## src/hdl/khpt_pkg.sv

```systemverilog
// Shared types and constants for the key press/hold tracker.
// No dependencies; imported by khpt_slot_alu and the top level.
package khpt_pkg;

    localparam int SLOTS  = 16;
    localparam int IDX_W  = $clog2(SLOTS);
    localparam int KEY_W  = 9;
    localparam int TIME_W = 16;
    localparam int CNT_W  = 5;
    localparam int ACT_W  = 2;

    localparam logic [IDX_W-1:0]  LAST_IDX      = IDX_W'(SLOTS - 1);
    localparam logic [CNT_W-1:0]  CNT_MAX       = '1;
    localparam logic [TIME_W-1:0] THRESH_RESET  = TIME_W'(500);

    typedef enum logic [ACT_W-1:0] {
        ACT_TICK  = 2'd0,
        ACT_DOWN  = 2'd1,
        ACT_UP    = 2'd2,
        ACT_QUERY = 2'd3
    } action_t;

    localparam logic [1:0] PH_FREE   = 2'd0;
    localparam logic [1:0] PH_QUEUED = 2'd1;
    localparam logic [1:0] PH_HELD   = 2'd2;

    typedef struct packed {
        logic              pressed;
        logic [1:0]        phase;
        logic [TIME_W-1:0] timer;
        logic [KEY_W-1:0]  code;
    } slot_t;

    localparam int SLOT_W = $bits(slot_t);

    typedef struct packed {
        logic active_hit;
        logic reuse_hit;
        logic free_hit;
        logic promote;
        logic pr;
        logic qu;
        logic he;
    } slot_flags_t;

endpackage

```

## src/hdl/khpt_ram.sv

```systemverilog
// Generic simple dual-port RAM, one write and one registered read port.
// No dependencies.
module khpt_ram #(
    parameter int WIDTH = 8,
    parameter int DEPTH = 16
) (
    input  logic                     aclk,
    input  logic                     we,
    input  logic [$clog2(DEPTH)-1:0] waddr,
    input  logic [WIDTH-1:0]         wdata,
    input  logic [$clog2(DEPTH)-1:0] raddr,
    output logic [WIDTH-1:0]         rdata
);

    logic [WIDTH-1:0] mem [DEPTH];

    always_ff @(posedge aclk) begin
        if (we) begin
            mem[waddr] <= wdata;
        end
        rdata <= mem[raddr];
    end

endmodule

```

## src/hdl/khpt_slot_alu.sv

```systemverilog
// Read-modify-write logic for one slot entry during a table scan.
// Depends on khpt_pkg.
module khpt_slot_alu import khpt_pkg::*; (
    input  action_t           action,
    input  logic [KEY_W-1:0]  key,
    input  logic [TIME_W-1:0] elapsed,
    input  logic [TIME_W-1:0] threshold,
    input  slot_t             rd_slot,
    output slot_t             wr_slot,
    output logic              wr_en,
    output slot_flags_t       flags
);

    logic            active;
    logic            match;
    logic [TIME_W:0] sum;
    logic [TIME_W-1:0] sat;

    always_comb begin
        active  = (rd_slot.phase == PH_QUEUED) || (rd_slot.phase == PH_HELD);
        match   = (rd_slot.code == key);
        sum     = {1'b0, rd_slot.timer} + {1'b0, elapsed};
        sat     = sum[TIME_W] ? '1 : sum[TIME_W-1:0];
        wr_slot = rd_slot;
        wr_en   = 1'b0;
        flags   = '0;

        unique case (action)
            ACT_TICK: begin
                wr_en           = 1'b1;
                wr_slot.pressed = 1'b0;
                if (rd_slot.phase == PH_QUEUED) begin
                    wr_slot.timer = sat;
                    if (sat >= threshold) begin
                        wr_slot.phase = PH_HELD;
                        flags.promote = 1'b1;
                    end
                end
            end
            ACT_UP: begin
                wr_en = 1'b1;
                if (active && match) begin
                    wr_slot.phase = PH_FREE;
                end
            end
            ACT_DOWN, ACT_QUERY: begin
                wr_en = 1'b0;
            end
            default: begin
                wr_en = 1'b0;
            end
        endcase

        flags.active_hit = active && match;
        flags.reuse_hit  = !active && rd_slot.pressed && match;
        flags.free_hit   = !active && !rd_slot.pressed;
        if (action != ACT_TICK) begin
            flags.pr = match && wr_slot.pressed;
            flags.qu = match && (wr_slot.phase == PH_QUEUED);
            flags.he = match && (wr_slot.phase == PH_HELD);
        end
    end

endmodule

```

## src/hdl/key_press_hold_tracker.sv

```systemverilog
// Key press/hold tracker top level: sequencer, slot table RAM, result register.
// Depends on khpt_pkg, khpt_ram, khpt_slot_alu.
//
//  channel | ports                        | beat contents
//  --------+------------------------------+------------------------------------------
//  s_      | s_tvalid s_tready s_tdata/user| action, key_code, elapsed_ms
//  m_      | m_tvalid m_tready m_tdata    | pressed, queued, held, dropped, promoted
//  cfg_    | cfg_we cfg_wdata             | hold_threshold_ms
//
// Every item scans all SLOTS table entries through the RAM read port;
// a key-down then passes through S_WRITE for the slot write before the result.
// After reset a clearing pass writes zero to all SLOTS entries before the first beat is taken.
// One item at a time; a stalled result holds the sequencer in its final state.
module key_press_hold_tracker import khpt_pkg::*; (
    input  logic              aclk,
    input  logic              aresetn,
    input  logic              s_tvalid,
    output logic              s_tready,
    input  logic [31:0]       s_tdata,   // [8:0] key_code, [24:9] elapsed_ms, rest zero
    input  logic [ACT_W-1:0]  s_tuser,   // [1:0] action
    output logic              m_tvalid,
    input  logic              m_tready,
    output logic [15:0]       m_tdata,   // [0] pressed, [1] queued, [2] held,
                                         // [3] dropped_full, [8:4] promoted_count
    input  logic              cfg_we,
    input  logic [TIME_W-1:0] cfg_wdata
);

    typedef enum logic [2:0] {
        S_CLEAR,
        S_IDLE,
        S_SCAN,
        S_WRITE,
        S_DONE
    } state_t;

    state_t            state_reg,       state_next;
    logic [IDX_W-1:0]  rd_idx_reg,      rd_idx_next;
    logic              rd_done_reg,     rd_done_next;
    logic              rd_pend_reg,     rd_pend_next;
    logic [IDX_W-1:0]  pr_idx_reg,      pr_idx_next;
    action_t           act_reg,         act_next;
    logic [KEY_W-1:0]  key_reg,         key_next;
    logic [TIME_W-1:0] elapsed_reg,     elapsed_next;
    logic [TIME_W-1:0] thr_reg,         thr_next;
    logic              pr_reg,          pr_next;
    logic              qu_reg,          qu_next;
    logic              he_reg,          he_next;
    logic              dropped_reg,     dropped_next;
    logic [CNT_W-1:0]  promo_reg,       promo_next;
    logic              active_hit_reg,  active_hit_next;
    logic              reuse_found_reg, reuse_found_next;
    logic [IDX_W-1:0]  reuse_idx_reg,   reuse_idx_next;
    logic              free_found_reg,  free_found_next;
    logic [IDX_W-1:0]  free_idx_reg,    free_idx_next;
    logic              m_tvalid_reg,    m_tvalid_next;
    logic [15:0]       m_tdata_reg,     m_tdata_next;

    logic              ram_we;
    logic [IDX_W-1:0]  ram_waddr;
    slot_t             ram_wdata;
    logic [SLOT_W-1:0] ram_rdata;
    slot_t             alu_wr;
    logic              alu_we;
    slot_flags_t       alu_flags;
    slot_t             new_slot;

    khpt_ram #(
        .WIDTH (SLOT_W),
        .DEPTH (SLOTS)
    ) u_table (
        .aclk  (aclk),
        .we    (ram_we),
        .waddr (ram_waddr),
        .wdata (ram_wdata),
        .raddr (rd_idx_reg),
        .rdata (ram_rdata)
    );

    khpt_slot_alu u_alu (
        .action    (act_reg),
        .key       (key_reg),
        .elapsed   (elapsed_reg),
        .threshold (thr_reg),
        .rd_slot   (slot_t'(ram_rdata)),
        .wr_slot   (alu_wr),
        .wr_en     (alu_we),
        .flags     (alu_flags)
    );

    assign s_tready = (state_reg == S_IDLE);
    assign m_tvalid = m_tvalid_reg;
    assign m_tdata  = m_tdata_reg;

    always_comb begin
        new_slot         = '0;
        new_slot.pressed = 1'b1;
        new_slot.phase   = PH_QUEUED;
        new_slot.code    = key_reg;
    end

    // table write port
    always_comb begin
        ram_we    = 1'b0;
        ram_waddr = pr_idx_reg;
        ram_wdata = alu_wr;
        unique case (state_reg)
            S_CLEAR: begin
                ram_we    = 1'b1;
                ram_waddr = rd_idx_reg;
                ram_wdata = '0;
            end
            S_SCAN: begin
                ram_we = rd_pend_reg && alu_we;
            end
            S_WRITE: begin
                ram_we    = !active_hit_reg && (reuse_found_reg || free_found_reg);
                ram_waddr = reuse_found_reg ? reuse_idx_reg : free_idx_reg;
                ram_wdata = new_slot;
            end
            S_IDLE, S_DONE: begin
                ram_we = 1'b0;
            end
            default: begin
                ram_we = 1'b0;
            end
        endcase
    end

    always_comb begin
        state_next       = state_reg;
        rd_idx_next      = rd_idx_reg;
        rd_done_next     = rd_done_reg;
        rd_pend_next     = (state_reg == S_SCAN) && !rd_done_reg;
        pr_idx_next      = rd_idx_reg;
        act_next         = act_reg;
        key_next         = key_reg;
        elapsed_next     = elapsed_reg;
        thr_next         = cfg_we ? cfg_wdata : thr_reg;
        pr_next          = pr_reg;
        qu_next          = qu_reg;
        he_next          = he_reg;
        dropped_next     = dropped_reg;
        promo_next       = promo_reg;
        active_hit_next  = active_hit_reg;
        reuse_found_next = reuse_found_reg;
        reuse_idx_next   = reuse_idx_reg;
        free_found_next  = free_found_reg;
        free_idx_next    = free_idx_reg;
        m_tvalid_next    = m_tvalid_reg && !m_tready;
        m_tdata_next     = m_tdata_reg;

        unique case (state_reg)
            S_CLEAR: begin
                rd_idx_next = rd_idx_reg + 1'b1;
                if (rd_idx_reg == LAST_IDX) begin
                    rd_idx_next = '0;
                    state_next  = S_IDLE;
                end
            end
            S_IDLE: begin
                if (s_tvalid) begin
                    state_next       = S_SCAN;
                    rd_idx_next      = '0;
                    rd_done_next     = 1'b0;
                    act_next         = action_t'(s_tuser);
                    key_next         = s_tdata[KEY_W-1:0];
                    elapsed_next     = s_tdata[KEY_W +: TIME_W];
                    pr_next          = 1'b0;
                    qu_next          = 1'b0;
                    he_next          = 1'b0;
                    dropped_next     = 1'b0;
                    promo_next       = '0;
                    active_hit_next  = 1'b0;
                    reuse_found_next = 1'b0;
                    free_found_next  = 1'b0;
                end
            end
            S_SCAN: begin
                if (!rd_done_reg) begin
                    if (rd_idx_reg == LAST_IDX) begin
                        rd_done_next = 1'b1;
                    end else begin
                        rd_idx_next = rd_idx_reg + 1'b1;
                    end
                end
                if (rd_pend_reg) begin
                    pr_next         = pr_reg || alu_flags.pr;
                    qu_next         = qu_reg || alu_flags.qu;
                    he_next         = he_reg || alu_flags.he;
                    active_hit_next = active_hit_reg || alu_flags.active_hit;
                    if (alu_flags.promote && (promo_reg != CNT_MAX)) begin
                        promo_next = promo_reg + 1'b1;
                    end
                    if (alu_flags.reuse_hit && !reuse_found_reg) begin
                        reuse_found_next = 1'b1;
                        reuse_idx_next   = pr_idx_reg;
                    end
                    if (alu_flags.free_hit && !free_found_reg) begin
                        free_found_next = 1'b1;
                        free_idx_next   = pr_idx_reg;
                    end
                    if (pr_idx_reg == LAST_IDX) begin
                        state_next = (act_reg == ACT_DOWN) ? S_WRITE : S_DONE;
                    end
                end
            end
            S_WRITE: begin
                priority if (active_hit_reg) begin
                    dropped_next = 1'b0;
                end else if (reuse_found_reg || free_found_reg) begin
                    pr_next = 1'b1;
                    qu_next = 1'b1;
                    he_next = 1'b0;
                end else begin
                    dropped_next = 1'b1;
                end
                state_next = S_DONE;
            end
            S_DONE: begin
                if (!m_tvalid_reg || m_tready) begin
                    m_tvalid_next = 1'b1;
                    m_tdata_next  = {7'b0, promo_reg, dropped_reg, he_reg, qu_reg, pr_reg};
                    state_next    = S_IDLE;
                end
            end
            default: begin
                state_next = S_CLEAR;
            end
        endcase
    end

    always_ff @(posedge aclk) begin
        if (!aresetn) begin
            state_reg       <= S_CLEAR;
            rd_idx_reg      <= '0;
            rd_done_reg     <= 1'b0;
            rd_pend_reg     <= 1'b0;
            thr_reg         <= THRESH_RESET;
            m_tvalid_reg    <= 1'b0;
        end else begin
            state_reg       <= state_next;
            rd_idx_reg      <= rd_idx_next;
            rd_done_reg     <= rd_done_next;
            rd_pend_reg     <= rd_pend_next;
            thr_reg         <= thr_next;
            m_tvalid_reg    <= m_tvalid_next;
        end
    end

    always_ff @(posedge aclk) begin
        pr_idx_reg      <= pr_idx_next;
        act_reg         <= act_next;
        key_reg         <= key_next;
        elapsed_reg     <= elapsed_next;
        pr_reg          <= pr_next;
        qu_reg          <= qu_next;
        he_reg          <= he_next;
        dropped_reg     <= dropped_next;
        promo_reg       <= promo_next;
        active_hit_reg  <= active_hit_next;
        reuse_found_reg <= reuse_found_next;
        reuse_idx_reg   <= reuse_idx_next;
        free_found_reg  <= free_found_next;
        free_idx_reg    <= free_idx_next;
        m_tdata_reg     <= m_tdata_next;
    end

    // one item in flight: an accepted beat blocks the next cycle's accept
    assert property (@(posedge aclk) disable iff (!aresetn)
        (s_tvalid && s_tready) |=> !s_tready)
        else $error("input accepted on back-to-back cycles");

    // a key is never both queued and held
    assert property (@(posedge aclk) disable iff (!aresetn)
        m_tvalid |-> !(m_tdata[1] && m_tdata[2]))
        else $error("key reported queued and held");

    // a dropped key-down reports no status and no promotions
    assert property (@(posedge aclk) disable iff (!aresetn)
        (m_tvalid && m_tdata[3]) |-> (m_tdata[2:0] == 3'b000 && m_tdata[8:4] == 5'd0))
        else $error("dropped key-down with status bits set");

    // promotions come only from a tick, which reports no key status
    assert property (@(posedge aclk) disable iff (!aresetn)
        (m_tvalid && m_tdata[8:4] != 5'd0) |-> (m_tdata[3:0] == 4'b0000))
        else $error("promotion count with key status");

endmodule
```

## config.mk

```make
export PLATFORM = sky130hd
export DESIGN_NAME = key_press_hold_tracker
export DESIGN_NICKNAME = d
export VERILOG_FILES = /design/src/hdl/khpt_pkg.sv /design/src/hdl/khpt_ram.sv /design/src/hdl/khpt_slot_alu.sv /design/src/hdl/key_press_hold_tracker.sv
export SDC_FILE = /design/constraint.sdc
export NUM_CORES = 1
export LEC_CHECK = 0
export BUFFER_PORTS_ARGS = -buffer_cell sky130_fd_sc_hd__clkbuf_2
export CORE_UTILIZATION = 56
export DETAILED_ROUTE_END_ITERATION = 8
export GPL_TIMING_DRIVEN = 0
export PLACE_DENSITY_LB_ADDON = 0.1
export SYNTH_ARGS = -nofsm -noshare
export SYNTH_HDL_FRONTEND = slang
export SYNTH_HIERARCHICAL = 1
export SYNTH_SLANG_ARGS = --single-unit
```

## constraint.sdc

```tcl
create_clock -name aclk -period 10.2 [get_ports aclk]
set_input_delay 1.02 -clock aclk [delete_from_list [all_inputs] [get_ports aclk]]
set_output_delay 1.02 -clock aclk [all_outputs]
set_load 0.01 [all_outputs]
```

==> run metrics <==
Clk Latency, worst-skew pair 620 ps; count of mapped cells out of synthesis 1,280; cell types with the largest area share after synthesis sky130_fd_sc_hd__edfxtp_1 (66%), sky130_fd_sc_hd__mux4_2 (9.5%), sky130_fd_sc_hd__dfxtp_1 (5.1%); post-place setup slack 5062 ps; global route total overflow 0; worst hold slack 440.3 ps; total power density per cell area 197.5 mW/mm²; vertical die dimension 204.2 µm; area delta synth->final 15.28%; category of the critical setup timing path register to register; Reg power frac 0.496; simple-gate area share of the yosys netlist 0.05337; pin count of the biggest net entering global routing 29; hold buffer count at cts 0; detail-routed net length per standard cell 25.56 µm; capture point of the worst path u_table/mem[6][26]$_DFFE_PP_; TritonCTS clock tree yes; flop and latch count out of synthesis 562; run status complete, no violations; highest attainable clock frequency 193.3 MHz; count of different cell masters after synthesis 73; layout cell share with drive strength beyond 1 0.2325; number of gates resized after CTS 0; number of remaining DRC errors 0; number of cells on the worst reg-to-reg path 16; required time of the critical path 10,470 ps; Largest register FFs 448; clock sink count 562; setup total negative slack 0 ps; R2R Setup Slk 5030 ps; count of vias placed by the detailed router 12,350; wire length of the first global-routing pass 77,650 µm; most used standard cell by instance count after synthesis sky130_fd_sc_hd__edfxtp_1; share of total power consumed by net switching 0.2218; deepest clock path buffer count 3; kind of launch point of the worst setup path register; routability congestion estimate from global placement 0.8464; I/O pin count 73; Via-to-Cell Ratio 6.171; total internal power 4.059 mW; most area-hungry cell type in the Yosys netlist sky130_fd_sc_hd__edfxtp_1; cell-by-cell listing of the critical path ha_1, fa_1, a21oi_1, o211ai_1, a211o_1, a41oi_4, buf_6, nand2_1, ha_1, a21o_1, a21o_1, a21oi_1, o32a_1, o21a_1, a21boi_0, nor2b_1; CP top delay family compound AO/OA/AOI/OAI gates; clock-pin slew of the registers on the worst-case setup and hold paths 60 ps; Clock Skew 26.77 ps; share of the synthesized netlist area taken by xor and xnor gates 0.009177; endpoint of the lowest-slack register-to-register path u_table/mem[6][26]$_DFFE_PP_; estimated wirelength of the detail-placed design 34,780 µm; Worst path slowest cell sky130_fd_sc_hd__nor2b_1; proportion of synthesized chip area in sequential cells 0.7115; row count 73; Final Setup Violations 0; share of the synthesized area in compound gates (AO/OA/AOI/OAI) 0.05370; final hold vios 0; Max transition margin 0.1383; maximum VDD drop 0.1646 mV; total CTS buffers 55; Period minus WS final 5173 ps; Post-Synthesis Cell Area 0.02290 mm²; type of element capturing the critical path register; count of filler cells inserted in the layout 2,669; top register by number of flip-flops u_table/mem; Top Registers u_table/mem: 448 flops, u_table/rdata: 28 flops; arrival time at the worst endpoint 5440 ps; Buffers & Inverters on Critical Path 1; Final Net Count 1,520; Tightest Pin Transition 1288 ps; switching power 1.157 mW; portion of the clock cycle consumed by the worst path in the final layout 0.5072; Async SR Flop Fraction 0; number of nets with antenna violations after routing 0; static leakage 9.493 nW; number of flops mapped to enable cells by yosys 504; average size of a mapped cell 17.89 µm²; I/O Buffers 57; die footprint 0.04171 mm²; adder-cell area share of the yosys netlist 0.02054; detailed router's first-iteration violation count 1,171; Initial Utilization 0.5725; Clock power frac 0.410; number of iterations in the first detailed-routing pass 5; fin worst setup slack 5027 ps; clk root buf sky130_fd_sc_hd__clkbuf_16; largest fanout of any net on the critical path 16; combinational family with the most area after synthesis multiplexers; total setup buffers inserted after CTS 0; H-tree depth 2; Critical Path Source elapsed_reg[0]$_DFFE_PP_; largest stage delay on the critical path 820 ps; Total GRT Usage 0.2551; DRT Wirelength 51,170 µm; leading cell types by count after synthesis sky130_fd_sc_hd__edfxtp_1 (504), sky130_fd_sc_hd__mux4_2 (97), sky130_fd_sc_hd__nand2_1 (70); placeable core region 0.04001 mm²; horizontal die dimension 204.2 µm; Logic pwr share 0.094; Top FF cell, synth sky130_fd_sc_hd__edfxtp_1; Max Transition Viols Final 0; initial antenna violation count 1; share of the synthesized area in the top cell type 0.6608; total of max-cap violations 0; mux cell area share after synthesis 0.1254; vias in the first global route 12,600; critical path depth 16; RSZ-0062 raised after global routing false; Hold/Removal Path Class register to register; reg2reg start elapsed_reg[0]$_DFFE_PP_; number of warnings reported in the yosys synthesis log 6
metal layers:
layer / global-route usage / wire length [µm]
met1: 0.3593 / 21820
met2: 0.4093 / 24580
met3: 0.03795 / 3305
met4: 0.09009 / 1467
met5: 0 / 0
how the worst min path moves through the flow:
stage / cells after the start / start / endpoint / slack [ps]
6_report: 0 / dropped_reg$_SDFFCE_PP0P_ / m_tdata[3]$_DFFE_PP_ / 440
5_1_grt: 0 / dropped_reg$_SDFFCE_PP0P_ / m_tdata[3]$_DFFE_PP_ / 470
4_1_cts: 0 / dropped_reg$_SDFFCE_PP0P_ / m_tdata[3]$_DFFE_PP_ / 440
3_5_place_dp: 0 / dropped_reg$_SDFFCE_PP0P_ / m_tdata[3]$_DFFE_PP_ / 420
3_3_place_gp: 0 / dropped_reg$_SDFFCE_PP0P_ / m_tdata[3]$_DFFE_PP_ / 420
2_1_floorplan: 0 / dropped_reg$_SDFFCE_PP0P_ / m_tdata[3]$_DFFE_PP_ / 400
power by group through the flow:
stage | logic [mW] | clock network (mW) | registers [mW]
finish | 0.490 | 2.14 | 2.58
global route | 0.536 | 2.27 | 2.59
CTS | 0.490 | 2.18 | 2.58
detailed placement | 0.488 | 0 | 2.63
global placement | 0.464 | 0 | 2.63
floorplan | 0.344 | 0 | 2.62
through the flow:
step | instances | util | total power, mW | cell area, µm²
floorplan | 1286 | - | 2.960 | 22930
global placement | 1868 | 0.5966 | 3.098 | 23870
detailed placement | 1894 | 0.6109 | 3.120 | 24440
CTS | 1998 | 0.6590 | 5.254 | 26360
global route | 2000 | 0.6599 | 5.392 | 26400
finish | 2002 | 0.6600 | 5.215 | 26400
placed cells by master, fill, tap and decap left out, types with 5 or more instances in the layout:
master,Yosys,final
sky130_fd_sc_hd__a21o_1,11,11
sky130_fd_sc_hd__a21oi_1,30,30
sky130_fd_sc_hd__a22oi_1,67,67
sky130_fd_sc_hd__a31oi_1,6,6
sky130_fd_sc_hd__and2_1,6,6
sky130_fd_sc_hd__and3_1,7,7
sky130_fd_sc_hd__buf_12,5,7
sky130_fd_sc_hd__buf_16,0,11
sky130_fd_sc_hd__buf_2,10,11
sky130_fd_sc_hd__buf_4,17,21
sky130_fd_sc_hd__buf_6,3,12
sky130_fd_sc_hd__bufinv_16,0,10
sky130_fd_sc_hd__clkbuf_1,34,48
sky130_fd_sc_hd__clkbuf_16,0,56
sky130_fd_sc_hd__clkbuf_2,2,59
sky130_fd_sc_hd__clkinv_1,0,5
sky130_fd_sc_hd__clkinv_2,0,10
sky130_fd_sc_hd__conb_1,1,7
sky130_fd_sc_hd__dfxtp_1,58,58
sky130_fd_sc_hd__edfxtp_1,504,504
sky130_fd_sc_hd__ha_1,36,36
sky130_fd_sc_hd__inv_1,27,27
sky130_fd_sc_hd__mux2_2,7,7
sky130_fd_sc_hd__mux2i_1,20,20
sky130_fd_sc_hd__mux4_1,15,15
sky130_fd_sc_hd__mux4_2,97,97
sky130_fd_sc_hd__nand2_1,70,70
sky130_fd_sc_hd__nand2b_1,11,11
sky130_fd_sc_hd__nand3_1,9,9
sky130_fd_sc_hd__nor2_1,54,42
sky130_fd_sc_hd__nor2_4,0,12
sky130_fd_sc_hd__nor2b_1,34,34
sky130_fd_sc_hd__nor3_1,17,13
sky130_fd_sc_hd__o21ai_0,19,11
sky130_fd_sc_hd__o21ai_1,0,8
sky130_fd_sc_hd__xnor2_1,12,12
sky130_fd_sc_hd__xor2_1,12,12
cells by family after synthesis:
group                    after synthesis
flip-flops                           562
multiplexers                         140
other                                  1
XOR/XNOR                              24
buffers and inverters                102
AND/OR/NAND/NOR                      241
adder cells (fa/ha/maj)               37
AO/OA/AOI/OAI                        173
layout make-up:
| cell class | count | area (µm²) | area share |
|---|---|---|---|
| Sequential cell | 562 | 16300 | 0.6172 |
| Multi-Input combinational cell | 622 | 6142 | 0.2326 |
| Clock buffer | 74 | 1509 | 0.05715 |
| Timing Repair Buffer | 85 | 779.5 | 0.02952 |
| Tap cell | 525 | 656.9 | 0.02488 |
| Buffer | 74 | 494.2 | 0.01872 |
| Clock inverter | 30 | 416.7 | 0.01578 |
| Inverter | 28 | 105.1 | 0.003980 |
| Antenna cell | 2 | 5.005 | 0.0001895 |
Power figures use the tool's default switching activity.
